**config.mk**
```make
export PLATFORM = sky130hd
export DESIGN_NAME = proximity_neighbor_table
export DESIGN_NICKNAME = d
export VERILOG_FILES = /design/src/rtl/pnt_pkg.sv /design/src/rtl/pnt_evout.sv /design/src/rtl/proximity_neighbor_table.sv
export SDC_FILE = /design/constraint.sdc
export NUM_CORES = 2
export LEC_CHECK = 0
export BUFFER_PORTS_ARGS = -buffer_cell sky130_fd_sc_hd__buf_2
export CORE_MARGIN = 5
export CORE_UTILIZATION = 40
export DETAILED_ROUTE_END_ITERATION = 6
export GPL_ROUTABILITY_DRIVEN = 1
export GPL_TIMING_DRIVEN = 0
export HOLD_SLACK_MARGIN = 0.05
export PLACE_DENSITY = 0.57
export SYNTH_ARGS = -nofsm -noshare
export SYNTH_HDL_FRONTEND = slang
export SYNTH_SLANG_ARGS = --single-unit
```
**constraint.sdc**
```tcl
create_clock -name clk -period 9 [get_ports clk]
set_clock_uncertainty 0.15 [all_clocks]
set_input_delay 2.25 -clock clk [delete_from_list [all_inputs] [get_ports clk]]
set_output_delay 2.25 -clock clk [all_outputs]
set_load 0.005 [all_outputs]
```
**src/rtl/pnt_pkg.sv**
```systemverilog
// Shared types and constants for the proximity neighbor table.
// Used by pnt_evout and proximity_neighbor_table; depends on nothing.
package pnt_pkg;

  // Table geometry. The home slot is the low bits of the node id, so the
  // table size stays a power of two.
  localparam int TABLE_SIZE  = 16;
  localparam int SLOT_W      = $clog2(TABLE_SIZE);
  localparam int OCC_W       = $clog2(TABLE_SIZE + 1);
  localparam int MAX_RESULTS = 16;
  localparam int EVC_W       = $clog2(MAX_RESULTS + 1);

  // Register map, index = paddr[3:2]
  localparam logic [1:0] REG_RSSI_THR  = 2'd0;
  localparam logic [1:0] REG_PROXIMITY = 2'd1;
  localparam logic [1:0] REG_AWAY      = 2'd2;
  localparam logic [1:0] REG_STALE     = 2'd3;

  localparam logic signed [7:0] RSSI_THR_RST  = -8'sd65;
  localparam logic [31:0]       PROXIMITY_RST = 32'd1920;
  localparam logic [31:0]       AWAY_RST      = 32'd3840;
  localparam logic [31:0]       STALE_RST     = 32'd426;

  typedef enum logic [1:0] {
    PH_NEAR    = 2'd0,
    PH_PRESENT = 2'd1,
    PH_AWAY    = 2'd2
  } phase_t;

  typedef enum logic [2:0] {
    EV_NONE     = 3'd0,
    EV_INSERTED = 3'd1,
    EV_DETECTED = 3'd2,
    EV_LEAVING  = 3'd3,
    EV_RETURNED = 3'd4,
    EV_ABSENT   = 3'd5,
    EV_REMOVED  = 3'd6,
    EV_FULL     = 3'd7
  } ev_res_t;

  typedef struct packed {
    logic [15:0] node;
    phase_t      phase;
    logic [31:0] detect;
    logic [31:0] seen;
  } entry_t;

  typedef struct packed {
    ev_res_t     res;
    logic [15:0] node;
    logic [31:0] etime;
  } event_t;

  // push: one event of the item, more may follow
  // fin:  close the item; the held event, or the given one, goes out as last
  typedef struct packed {
    logic push;
    logic fin;
  } evctl_t;

endpackage

```
**src/rtl/pnt_evout.sv**
```systemverilog
// Result stage: one held event plus the output register of the result stream.
// Depends on pnt_pkg (event_t, evctl_t).
module pnt_evout (
  input  logic            clk,
  input  logic            rst_n,
  input  pnt_pkg::evctl_t ctl,
  input  pnt_pkg::event_t ev,
  output logic            ev_ready,
  output logic            out_tvalid,
  input  logic            out_tready,
  output logic [47:0]     out_tdata,   // event_node[15:0], event_time[47:16]
  output logic [2:0]      out_tuser,   // event_res[2:0]
  output logic            out_tlast
);
  import pnt_pkg::*;

  logic   pend_vld_r, pend_vld_nxt;
  event_t pend_r, pend_nxt;
  logic   out_vld_r, out_vld_nxt;
  event_t out_r, out_nxt;
  logic   last_r, last_nxt;

  assign ev_ready = !out_vld_r || out_tready;

  always_comb begin
    pend_vld_nxt = pend_vld_r;
    pend_nxt     = pend_r;
    out_vld_nxt  = out_vld_r;
    out_nxt      = out_r;
    last_nxt     = last_r;
    if (out_vld_r && out_tready) begin
      out_vld_nxt = 1'b0;
    end
    if (ctl.push && ev_ready) begin
      // release the older event, hold the new one until we know it is not last
      if (pend_vld_r) begin
        out_nxt     = pend_r;
        last_nxt    = 1'b0;
        out_vld_nxt = 1'b1;
      end
      pend_nxt     = ev;
      pend_vld_nxt = 1'b1;
    end else if (ctl.fin && ev_ready) begin
      out_nxt      = pend_vld_r ? pend_r : ev;
      last_nxt     = 1'b1;
      out_vld_nxt  = 1'b1;
      pend_vld_nxt = 1'b0;
    end
  end

  always_ff @(posedge clk) begin
    if (!rst_n) begin
      pend_vld_r <= 1'b0;
      out_vld_r  <= 1'b0;
    end else begin
      pend_vld_r <= pend_vld_nxt;
      out_vld_r  <= out_vld_nxt;
    end
  end

  always_ff @(posedge clk) begin
    pend_r <= pend_nxt;
    out_r  <= out_nxt;
    last_r <= last_nxt;
  end

  assign out_tvalid = out_vld_r;
  assign out_tdata  = {out_r.etime, out_r.node};
  assign out_tuser  = out_r.res;
  assign out_tlast  = last_r;

  a_ctl_excl: assert property (@(posedge clk) disable iff (!rst_n)
    !(ctl.push && ctl.fin))
    else $error("push and fin raised together");

  a_fin_last: assert property (@(posedge clk) disable iff (!rst_n)
    (ctl.fin && ev_ready) |=> (out_tvalid && out_tlast))
    else $error("closing an item did not present a last result");

  a_not_last_held: assert property (@(posedge clk) disable iff (!rst_n)
    (out_tvalid && !out_tlast) |-> pend_vld_r)
    else $error("non-last result without a following held event");

endmodule

```
**src/rtl/proximity_neighbor_table.sv**
```systemverilog
// Proximity neighbor table top level: sequencer, table memory, valid bits, occupancy
// and configuration registers; depends on pnt_pkg and pnt_evout.
// A packet transaction reads one table slot per probed slot, stopping at the match; a
//   sweep walks the slots in order, and either may wait on output stalls.
// The final result appears on out_* in the cycle after the last table step; the next
//   item is taken while it waits. Reset clears valid bits, occupancy and registers.
module proximity_neighbor_table (
  input  logic        clk,
  input  logic        rst_n,
  // input stream
  input  logic        in_tvalid,
  output logic        in_tready,
  input  logic [55:0] in_tdata,   // node_id[15:0], rssi[23:16], now[55:24]
  input  logic        in_tuser,   // cmd[0]
  // result stream
  output logic        out_tvalid,
  input  logic        out_tready,
  output logic [47:0] out_tdata,  // event_node[15:0], event_time[47:16]
  output logic [2:0]  out_tuser,  // event_res[2:0]
  output logic        out_tlast,
  // configuration
  input  logic        cfg_psel,
  input  logic        cfg_penable,
  input  logic        cfg_pwrite,
  input  logic [3:0]  cfg_paddr,
  input  logic [31:0] cfg_pwdata,
  output logic [31:0] cfg_prdata,
  output logic        cfg_pready
);
  import pnt_pkg::*;

  localparam logic [SLOT_W-1:0] LAST_SLOT = SLOT_W'(TABLE_SIZE - 1);

  typedef enum logic [4:0] {
    S_IDLE    = 5'b00001,
    S_PK_SCAN = 5'b00010,
    S_PK_ACT  = 5'b00100,
    S_SW_EVAL = 5'b01000,
    S_SW_FIN  = 5'b10000
  } state_t;

  state_t state_r, state_nxt;

  // item fields
  logic               cmd_r, cmd_nxt;
  logic [15:0]        node_r, node_nxt;
  logic signed [7:0]  rssi_r, rssi_nxt;
  logic [31:0]        now_r, now_nxt;

  // walk control
  logic [SLOT_W-1:0]  slot_r, slot_nxt;
  logic [SLOT_W-1:0]  scan_cnt_r, scan_cnt_nxt;
  logic               hit_r, hit_nxt;
  logic               free_found_r, free_found_nxt;
  logic [SLOT_W-1:0]  free_slot_r, free_slot_nxt;
  logic [EVC_W-1:0]   evcnt_r, evcnt_nxt;

  // table state
  logic [TABLE_SIZE-1:0] valid_r, valid_nxt;
  logic [OCC_W-1:0]      occ_r, occ_nxt;

  // configuration
  logic signed [7:0]  rssi_thr_r;
  logic [31:0]        prox_r, away_r, stale_r;

  // table memory, registered read
  entry_t             mem [TABLE_SIZE];
  entry_t             rdata_r;
  logic               rd_en, wr_en;
  logic [SLOT_W-1:0]  rd_addr, wr_addr;
  entry_t             wr_data;

  // result path
  evctl_t             ev_ctl;
  event_t             ev_data;
  logic               ev_ready;

  logic               in_acc;
  logic               cfg_wr;

  assign in_tready = (state_r == S_IDLE);
  assign in_acc    = in_tvalid && in_tready;
  assign cfg_pready = 1'b1;
  assign cfg_wr    = cfg_psel && cfg_penable && cfg_pwrite && cfg_pready;

  always_comb begin
    case (cfg_paddr[3:2])
      REG_RSSI_THR:  cfg_prdata = {24'd0, rssi_thr_r};
      REG_PROXIMITY: cfg_prdata = prox_r;
      REG_AWAY:      cfg_prdata = away_r;
      REG_STALE:     cfg_prdata = stale_r;
      default:       cfg_prdata = 32'd0;
    endcase
  end

  // --------------------------------------------------------------------------
  // Sequencer. A packet probes from its home slot one entry per cycle: the
  // read for slot k+1 is issued while slot k is compared. The first empty slot
  // met on the way is kept for a possible insert. A sweep walks the slots in
  // index order until the last slot or the result budget, writing slot k back
  // while slot k+1 is read, so the two never touch the same entry.
  // --------------------------------------------------------------------------
  always_comb begin
    logic        is_strong;
    logic        hit;
    logic [31:0] dage;
    logic [31:0] sage;
    entry_t      e;
    logic        do_wr;
    logic        do_drop;
    logic        has_ev;
    event_t      ev;

    state_nxt      = state_r;
    cmd_nxt        = cmd_r;
    node_nxt       = node_r;
    rssi_nxt       = rssi_r;
    now_nxt        = now_r;
    slot_nxt       = slot_r;
    scan_cnt_nxt   = scan_cnt_r;
    hit_nxt        = hit_r;
    free_found_nxt = free_found_r;
    free_slot_nxt  = free_slot_r;
    evcnt_nxt      = evcnt_r;
    valid_nxt      = valid_r;
    occ_nxt        = occ_r;
    rd_en          = 1'b0;
    rd_addr        = slot_r;
    wr_en          = 1'b0;
    wr_addr        = slot_r;
    wr_data        = rdata_r;
    ev_ctl         = '0;

    is_strong = (rssi_r >= rssi_thr_r);
    hit       = valid_r[slot_r] && (rdata_r.node == node_r);
    dage      = now_r - rdata_r.detect;
    sage      = now_r - rdata_r.seen;
    e         = rdata_r;
    do_wr     = 1'b0;
    do_drop   = 1'b0;
    has_ev    = 1'b0;
    ev        = '{res: EV_NONE, node: node_r, etime: now_r};
    ev_data   = ev;

    case (state_r)
      S_IDLE: begin
        if (in_acc) begin
          cmd_nxt        = in_tuser;
          node_nxt       = in_tdata[15:0];
          rssi_nxt       = $signed(in_tdata[23:16]);
          now_nxt        = in_tdata[55:24];
          rd_en          = 1'b1;
          rd_addr        = in_tuser ? '0 : in_tdata[SLOT_W-1:0];
          slot_nxt       = rd_addr;
          scan_cnt_nxt   = '0;
          free_found_nxt = 1'b0;
          evcnt_nxt      = '0;
          state_nxt      = in_tuser ? S_SW_EVAL : S_PK_SCAN;
        end
      end

      S_PK_SCAN: begin
        if (!valid_r[slot_r] && !free_found_r) begin
          free_found_nxt = 1'b1;
          free_slot_nxt  = slot_r;
        end
        if (hit) begin
          // hold slot and read data for the update
          hit_nxt   = 1'b1;
          state_nxt = S_PK_ACT;
        end else if (scan_cnt_r == LAST_SLOT) begin
          hit_nxt   = 1'b0;
          state_nxt = S_PK_ACT;
        end else begin
          rd_en        = 1'b1;
          rd_addr      = slot_r + 1'b1;
          slot_nxt     = rd_addr;
          scan_cnt_nxt = scan_cnt_r + 1'b1;
        end
      end

      S_PK_ACT: begin
        if (hit_r) begin
          if (is_strong) begin
            case (rdata_r.phase)
              PH_NEAR: begin
                e.seen = now_r;
                do_wr  = 1'b1;
                if (dage >= prox_r) begin
                  e.phase = PH_PRESENT;
                  ev      = '{res: EV_DETECTED, node: node_r, etime: rdata_r.detect};
                end
              end
              PH_AWAY: begin
                e.phase = PH_PRESENT;
                e.seen  = now_r;
                do_wr   = 1'b1;
                ev.res  = EV_RETURNED;
              end
              PH_PRESENT: begin
                e.seen = now_r;
                do_wr  = 1'b1;
              end
              default: ;
            endcase
          end else begin
            case (rdata_r.phase)
              PH_PRESENT: begin
                e.detect = now_r;
                e.phase  = PH_AWAY;
                do_wr    = 1'b1;
                ev.res   = EV_LEAVING;
              end
              PH_NEAR: begin
                do_drop = 1'b1;
                ev.res  = EV_REMOVED;
              end
              PH_AWAY: begin
                if (dage >= away_r) begin
                  do_drop = 1'b1;
                  ev      = '{res: EV_ABSENT, node: node_r, etime: rdata_r.detect};
                end
              end
              default: ;
            endcase
          end
        end else if (is_strong) begin
          if ((occ_r < OCC_W'(TABLE_SIZE)) && free_found_r) begin
            ev.res = EV_INSERTED;
          end else begin
            ev.res = EV_FULL;
          end
        end
        ev_data = ev;
        if (ev_ready) begin
          ev_ctl.fin = 1'b1;
          state_nxt  = S_IDLE;
          if (do_wr) begin
            wr_en   = 1'b1;
            wr_data = e;
          end
          if (do_drop) begin
            valid_nxt[slot_r] = 1'b0;
            if (occ_r != '0) begin
              occ_nxt = occ_r - 1'b1;
            end
          end
          if (ev.res == EV_INSERTED) begin
            // new sender starts approaching at the first free slot
            wr_en   = 1'b1;
            wr_addr = free_slot_r;
            wr_data = '{node: node_r, phase: PH_NEAR, detect: now_r, seen: now_r};
            valid_nxt[free_slot_r] = 1'b1;
            occ_nxt = occ_r + 1'b1;
          end
        end
      end

      S_SW_EVAL: begin
        ev.node = rdata_r.node;
        if (valid_r[slot_r]) begin
          case (rdata_r.phase)
            PH_NEAR: begin
              if (sage > stale_r) begin
                do_drop = 1'b1;
                has_ev  = 1'b1;
                ev.res  = EV_REMOVED;
              end
            end
            PH_PRESENT: begin
              if (sage > stale_r) begin
                e.detect = now_r;
                e.phase  = PH_AWAY;
                do_wr    = 1'b1;
                has_ev   = 1'b1;
                ev.res   = EV_LEAVING;
              end
            end
            PH_AWAY: begin
              if (dage >= away_r) begin
                do_drop  = 1'b1;
                has_ev   = 1'b1;
                ev.res   = EV_ABSENT;
                ev.etime = rdata_r.detect;
              end
            end
            default: ;
          endcase
        end
        ev_data = ev;
        // stall on a full result path only when this slot has something to say
        if (!has_ev || ev_ready) begin
          ev_ctl.push = has_ev;
          if (do_wr) begin
            wr_en   = 1'b1;
            wr_data = e;
          end
          if (do_drop) begin
            valid_nxt[slot_r] = 1'b0;
            if (occ_r != '0) begin
              occ_nxt = occ_r - 1'b1;
            end
          end
          if (has_ev) begin
            evcnt_nxt = evcnt_r + 1'b1;
          end
          // stop at the end of the table or once the result budget is spent
          if ((slot_r == LAST_SLOT) ||
              (has_ev && (evcnt_r == EVC_W'(MAX_RESULTS - 1)))) begin
            state_nxt = S_SW_FIN;
          end else begin
            rd_en    = 1'b1;
            rd_addr  = slot_r + 1'b1;
            slot_nxt = rd_addr;
          end
        end
      end

      S_SW_FIN: begin
        ev_data = '{res: EV_NONE, node: 16'd0, etime: now_r};
        if (ev_ready) begin
          ev_ctl.fin = 1'b1;
          state_nxt  = S_IDLE;
        end
      end

      default: begin
        state_nxt = S_IDLE;
      end
    endcase
  end

  // control state
  always_ff @(posedge clk) begin
    if (!rst_n) begin
      state_r <= S_IDLE;
      valid_r <= '0;
      occ_r   <= '0;
    end else begin
      state_r <= state_nxt;
      valid_r <= valid_nxt;
      occ_r   <= occ_nxt;
    end
  end

  // configuration registers
  always_ff @(posedge clk) begin
    if (!rst_n) begin
      rssi_thr_r <= RSSI_THR_RST;
      prox_r     <= PROXIMITY_RST;
      away_r     <= AWAY_RST;
      stale_r    <= STALE_RST;
    end else if (cfg_wr) begin
      case (cfg_paddr[3:2])
        REG_RSSI_THR:  rssi_thr_r <= $signed(cfg_pwdata[7:0]);
        REG_PROXIMITY: prox_r     <= cfg_pwdata;
        REG_AWAY:      away_r     <= cfg_pwdata;
        REG_STALE:     stale_r    <= cfg_pwdata;
        default: ;
      endcase
    end
  end

  // item and walk payload
  always_ff @(posedge clk) begin
    cmd_r        <= cmd_nxt;
    node_r       <= node_nxt;
    rssi_r       <= rssi_nxt;
    now_r        <= now_nxt;
    slot_r       <= slot_nxt;
    scan_cnt_r   <= scan_cnt_nxt;
    hit_r        <= hit_nxt;
    free_found_r <= free_found_nxt;
    free_slot_r  <= free_slot_nxt;
    evcnt_r      <= evcnt_nxt;
  end

  // table memory
  always_ff @(posedge clk) begin
    if (wr_en) begin
      mem[wr_addr] <= wr_data;
    end
    if (rd_en) begin
      rdata_r <= mem[rd_addr];
    end
  end

  pnt_evout u_evout (
    .clk        (clk),
    .rst_n      (rst_n),
    .ctl        (ev_ctl),
    .ev         (ev_data),
    .ev_ready   (ev_ready),
    .out_tvalid (out_tvalid),
    .out_tready (out_tready),
    .out_tdata  (out_tdata),
    .out_tuser  (out_tuser),
    .out_tlast  (out_tlast)
  );

  a_occ_count: assert property (@(posedge clk) disable iff (!rst_n)
    occ_r == OCC_W'($countones(valid_r)))
    else $error("occupancy does not match the valid bits");

  a_one_item: assert property (@(posedge clk) disable iff (!rst_n)
    in_acc |=> !in_tready)
    else $error("new item taken while one is in progress");

  a_none_last: assert property (@(posedge clk) disable iff (!rst_n)
    (out_tvalid && (out_tuser == EV_NONE)) |-> out_tlast)
    else $error("empty result that is not the last of its item");

  a_sweep_slot0: assert property (@(posedge clk) disable iff (!rst_n)
    (in_acc && in_tuser) |=> (slot_r == '0))
    else $error("sweep did not start at slot zero");

endmodule
```
==> results_dict.tcl <==
set metrics [dict create \
    status "complete, but fails checks" \
    violations "max-capacitance violations, max-slew violations" \
    ir_worst_vdd_v 0.000192 \
    grt_usage_pct 23.2 \
    syn_inst 5146 \
    vias 46300 \
    ant_nets 0 \
    clk_pin_slew_ps 60 \
    syn_nets 5423 \
    maxCapViolCount 1 \
    hold_end "free_slot_r[3]" \
    fill_cells 15600 \
    rsz0062_at_grt "yes" \
    synth_largest_area_cell "edfxtp_1" \
    pin_count 187 \
    grt_pass1_wl_mm 321 \
    synth_edf_count 1568 \
    drt_iter0_drc 5283 \
    r2r_cells 30 \
    cp-start-kind "flip-flop" \
    drive_above_1_share_pct 15.7 \
    fmax_ghz 0.114 \
    grt_max_degree 63 \
    cpPeakStageDelay_ps 580 \
    die_w_um 435 \
    cp_max_fo 10 \
    multi_input_area_sq_mm 0.0208 \
    numCtsBuffers 174 \
    worst_slew_pin_slew_ps 1540 \
    cts_sinks 1704 \
    r2r_setup_slack_ps 230 \
    path_class "reg2reg" \
    cp_data_arrival_time_ps 9290 \
    relSlewSlack_pct -3.12 \
    p_leak_nw 29.7 \
    antenna_found_initial 18 \
    ys_ff_latch 1704 \
    clk_latency_ps 830 \
    end_kind "flip-flop" \
    nets 5916 \
    grt_pass1_vias 45000 \
    final_max_slew_viol_count 6 \
    num_rows 156 \
    port_buffers 181 \
    chipHeight_um 435 \
    start_util_pct 40.1 \
    wl_per_cell_um 27.7 \
    syn-cell-area_sq_mm 0.0722 \
    crit-reg2reg-capture "rdata_r[62]" \
    synth_most_common_cell "edfxtp_1" \
    htreeDepth 4 \
    layout_setup_ws_ps 231 \
    dp.final_hpwl_mm 158 \
    hold_viol 0 \
    drt-vias-per-instance 5.67 \
    synth-async-reset-ratio_pct 0 \
    area_delta_synth_final_pct 16.8 \
    cp_slowest_cell "edfxtp_1" \
    regArea_sq_mm 0.0498 \
    hp-start "slot_r[3]" \
    gp_congestion 0.876 \
    synthFlopType "edfxtp_1" \
    drc_errors 0 \
    period_share_pct 97.4 \
    setup_viol 0 \
    holdPathStages 0 \
    hp-class "reg2reg" \
    grt_overflow 0 \
    wirelength_mm 226 \
    yosys-top-cells-count "edfxtp_1 (1568), nand2_1 (1024), mux2i_1 (332)" \
    coreArea_sq_mm 0.180 \
    power.total_mw 26.9 \
    cts.path.max_buffers 3 \
    synthDistinctLibCells 90 \
    avgSynthCellArea_sq_um 14.0 \
    min_period_ps 8770 \
    cts_hold_buf 0 \
    cts_root_buf "clkbuf_16" \
    yosysSeqAreaShare_pct 69.0 \
    cp.required_ps 9520 \
    ys_warn_count 0 \
    dieArea_sq_mm 0.189 \
    power.density_mw_per_mm2 319 \
    dr.pass1.iters 5 \
    synth.area.top_cells "edfxtp_1 (65%), nand2_1 (5.3%), mux2i_1 (4.6%), a32oi_1 (4.0%), dfxtp_1 (3.8%)" \
    r2r_start "now_r[0]" \
    cts_tree "yes" \
    dp_slack_ps -1430 \
    yosysTopAreaCellShare_pct 65.2 \
]
[cells in the final DEF (no fill, tap or decap), drive strengths merged, types with 11 or more instances in the layout]
cell type,count
edfxtp,1568
nand2,1026
clkbuf,429
buf,377
mux2i,332
a32oi,329
inv,203
ha,175
dfxtp,136
o21ai,117
mux2,116
a21boi,102
nor2,95
a21oi,91
and4,84
clkinv,67
xnor2,55
a22o,42
nand3,38
a21o,33
nor3,31
o211ai,29
nor2b,28
xor2,23
nand2b,23
nand4,22
a31oi,17
o31ai,16
bufinv,16
and3,16
o21a,15
mux4,12
a211oi,11
[flip-flops by register name, indices dropped and copies added (netlist names), 3 cells and up]
signal and count:
u_evout.out_tdata 48, prox_r 32, stale_r 32, u_evout.out_tuser 3, u_evout.pend_r 51, away_r 32, rssi_thr_r 8, free_slot_r 4
now_r 32, valid_r 16, slot_r 4, node_r 16, mem 1312, occ_r 5, state_r 5, rssi_r 8
evcnt_r 5, scan_cnt_r 4, rdata_r 82
[metal layers]
metal / up-vias / share of wire [%] / GRT usage [%]
met5: - / 0.018 / 0
met4: 6 / 3.4 / 7.75
met3: 355 / 7.8 / 3.70
met2: 2052 / 48 / 38.8
met1: 23300 / 41 / 31.1
li1: 20600 / - / -
[final cells by class]
class | count | share of cell area (%)
plain buffers | 264 | 1.56
repair buffers | 319 | 3.59
well taps | 2370 | 3.52
diodes | 4 | 0.0119
inverters | 196 | 0.886
flip-flops and latches | 1704 | 59.1
clock buffers | 223 | 5.60
multi-input cells | 2980 | 24.6
clock inverters | 93 | 1.11
[worst max-delay path: cells and delay by family, from the launching register on]
kind,cells,cell delay [ps]
AND/OR/NAND/NOR,8,2050
adder cells (fa/ha/maj),3,910
buffers and inverters,5,1280
XOR/XNOR,1,160
AO/OA/AOI/OAI,13,3470
flip-flops,1,580
[logic make-up after synthesis]
kind of cell / share of synthesized area, %
AO/OA/AOI/OAI: 8.98
XOR/XNOR: 0.946
adder cells (fa/ha/maj): 3.09
buffers and inverters: 2.59
flip-flops: 69.0
multiplexers: 6.79
other: 0.00519
AND/OR/NAND/NOR: 8.61
[per-stage QoR]
stage               hold WS, ps   TNS, ps  utilization, %  instance area (sq um)  std cells
floorplan                   256   -430900               -                  72200       5146
global placement            268  -9541350            42.2                  76100       7697
detailed placement          280   -341320            43.3                  77900       7786
CTS                         279         0            46.6                  83900       8114
global route                291     -40.5            46.8                  84300       8149
finish                      283         0            46.8                  84300       8153
[report_power, final]
group / switching (mW) / internal, mW
sequential: 0.302 / 10.0
combinational: 6.30 / 3.00
clock: 3.08 / 4.16
[worst max path at each step]
stage,cells after the start,from,to,slack (ps)
final,30,now_r[0],rdata_r[62],230
after global placement,26,now_r[0],mem[2][12],-7780
after CTS,28,now_r[0],mem[2][14],2
after global routing,30,now_r[0],rdata_r[16],-20
after detailed placement,27,now_r[1],rdata_r[61],-1430
after floorplan,24,now_r[1],mem[12][0],-520
[timing repair]
action	in CTS	in global routing
setup buffers	14	33
pin swaps	4	9
gates cloned	0	1
resized for setup	106	64
hold endpoints to repair	0	0
endpoints found under the setup margin	791	886
Power figures use the tool's default switching activity.
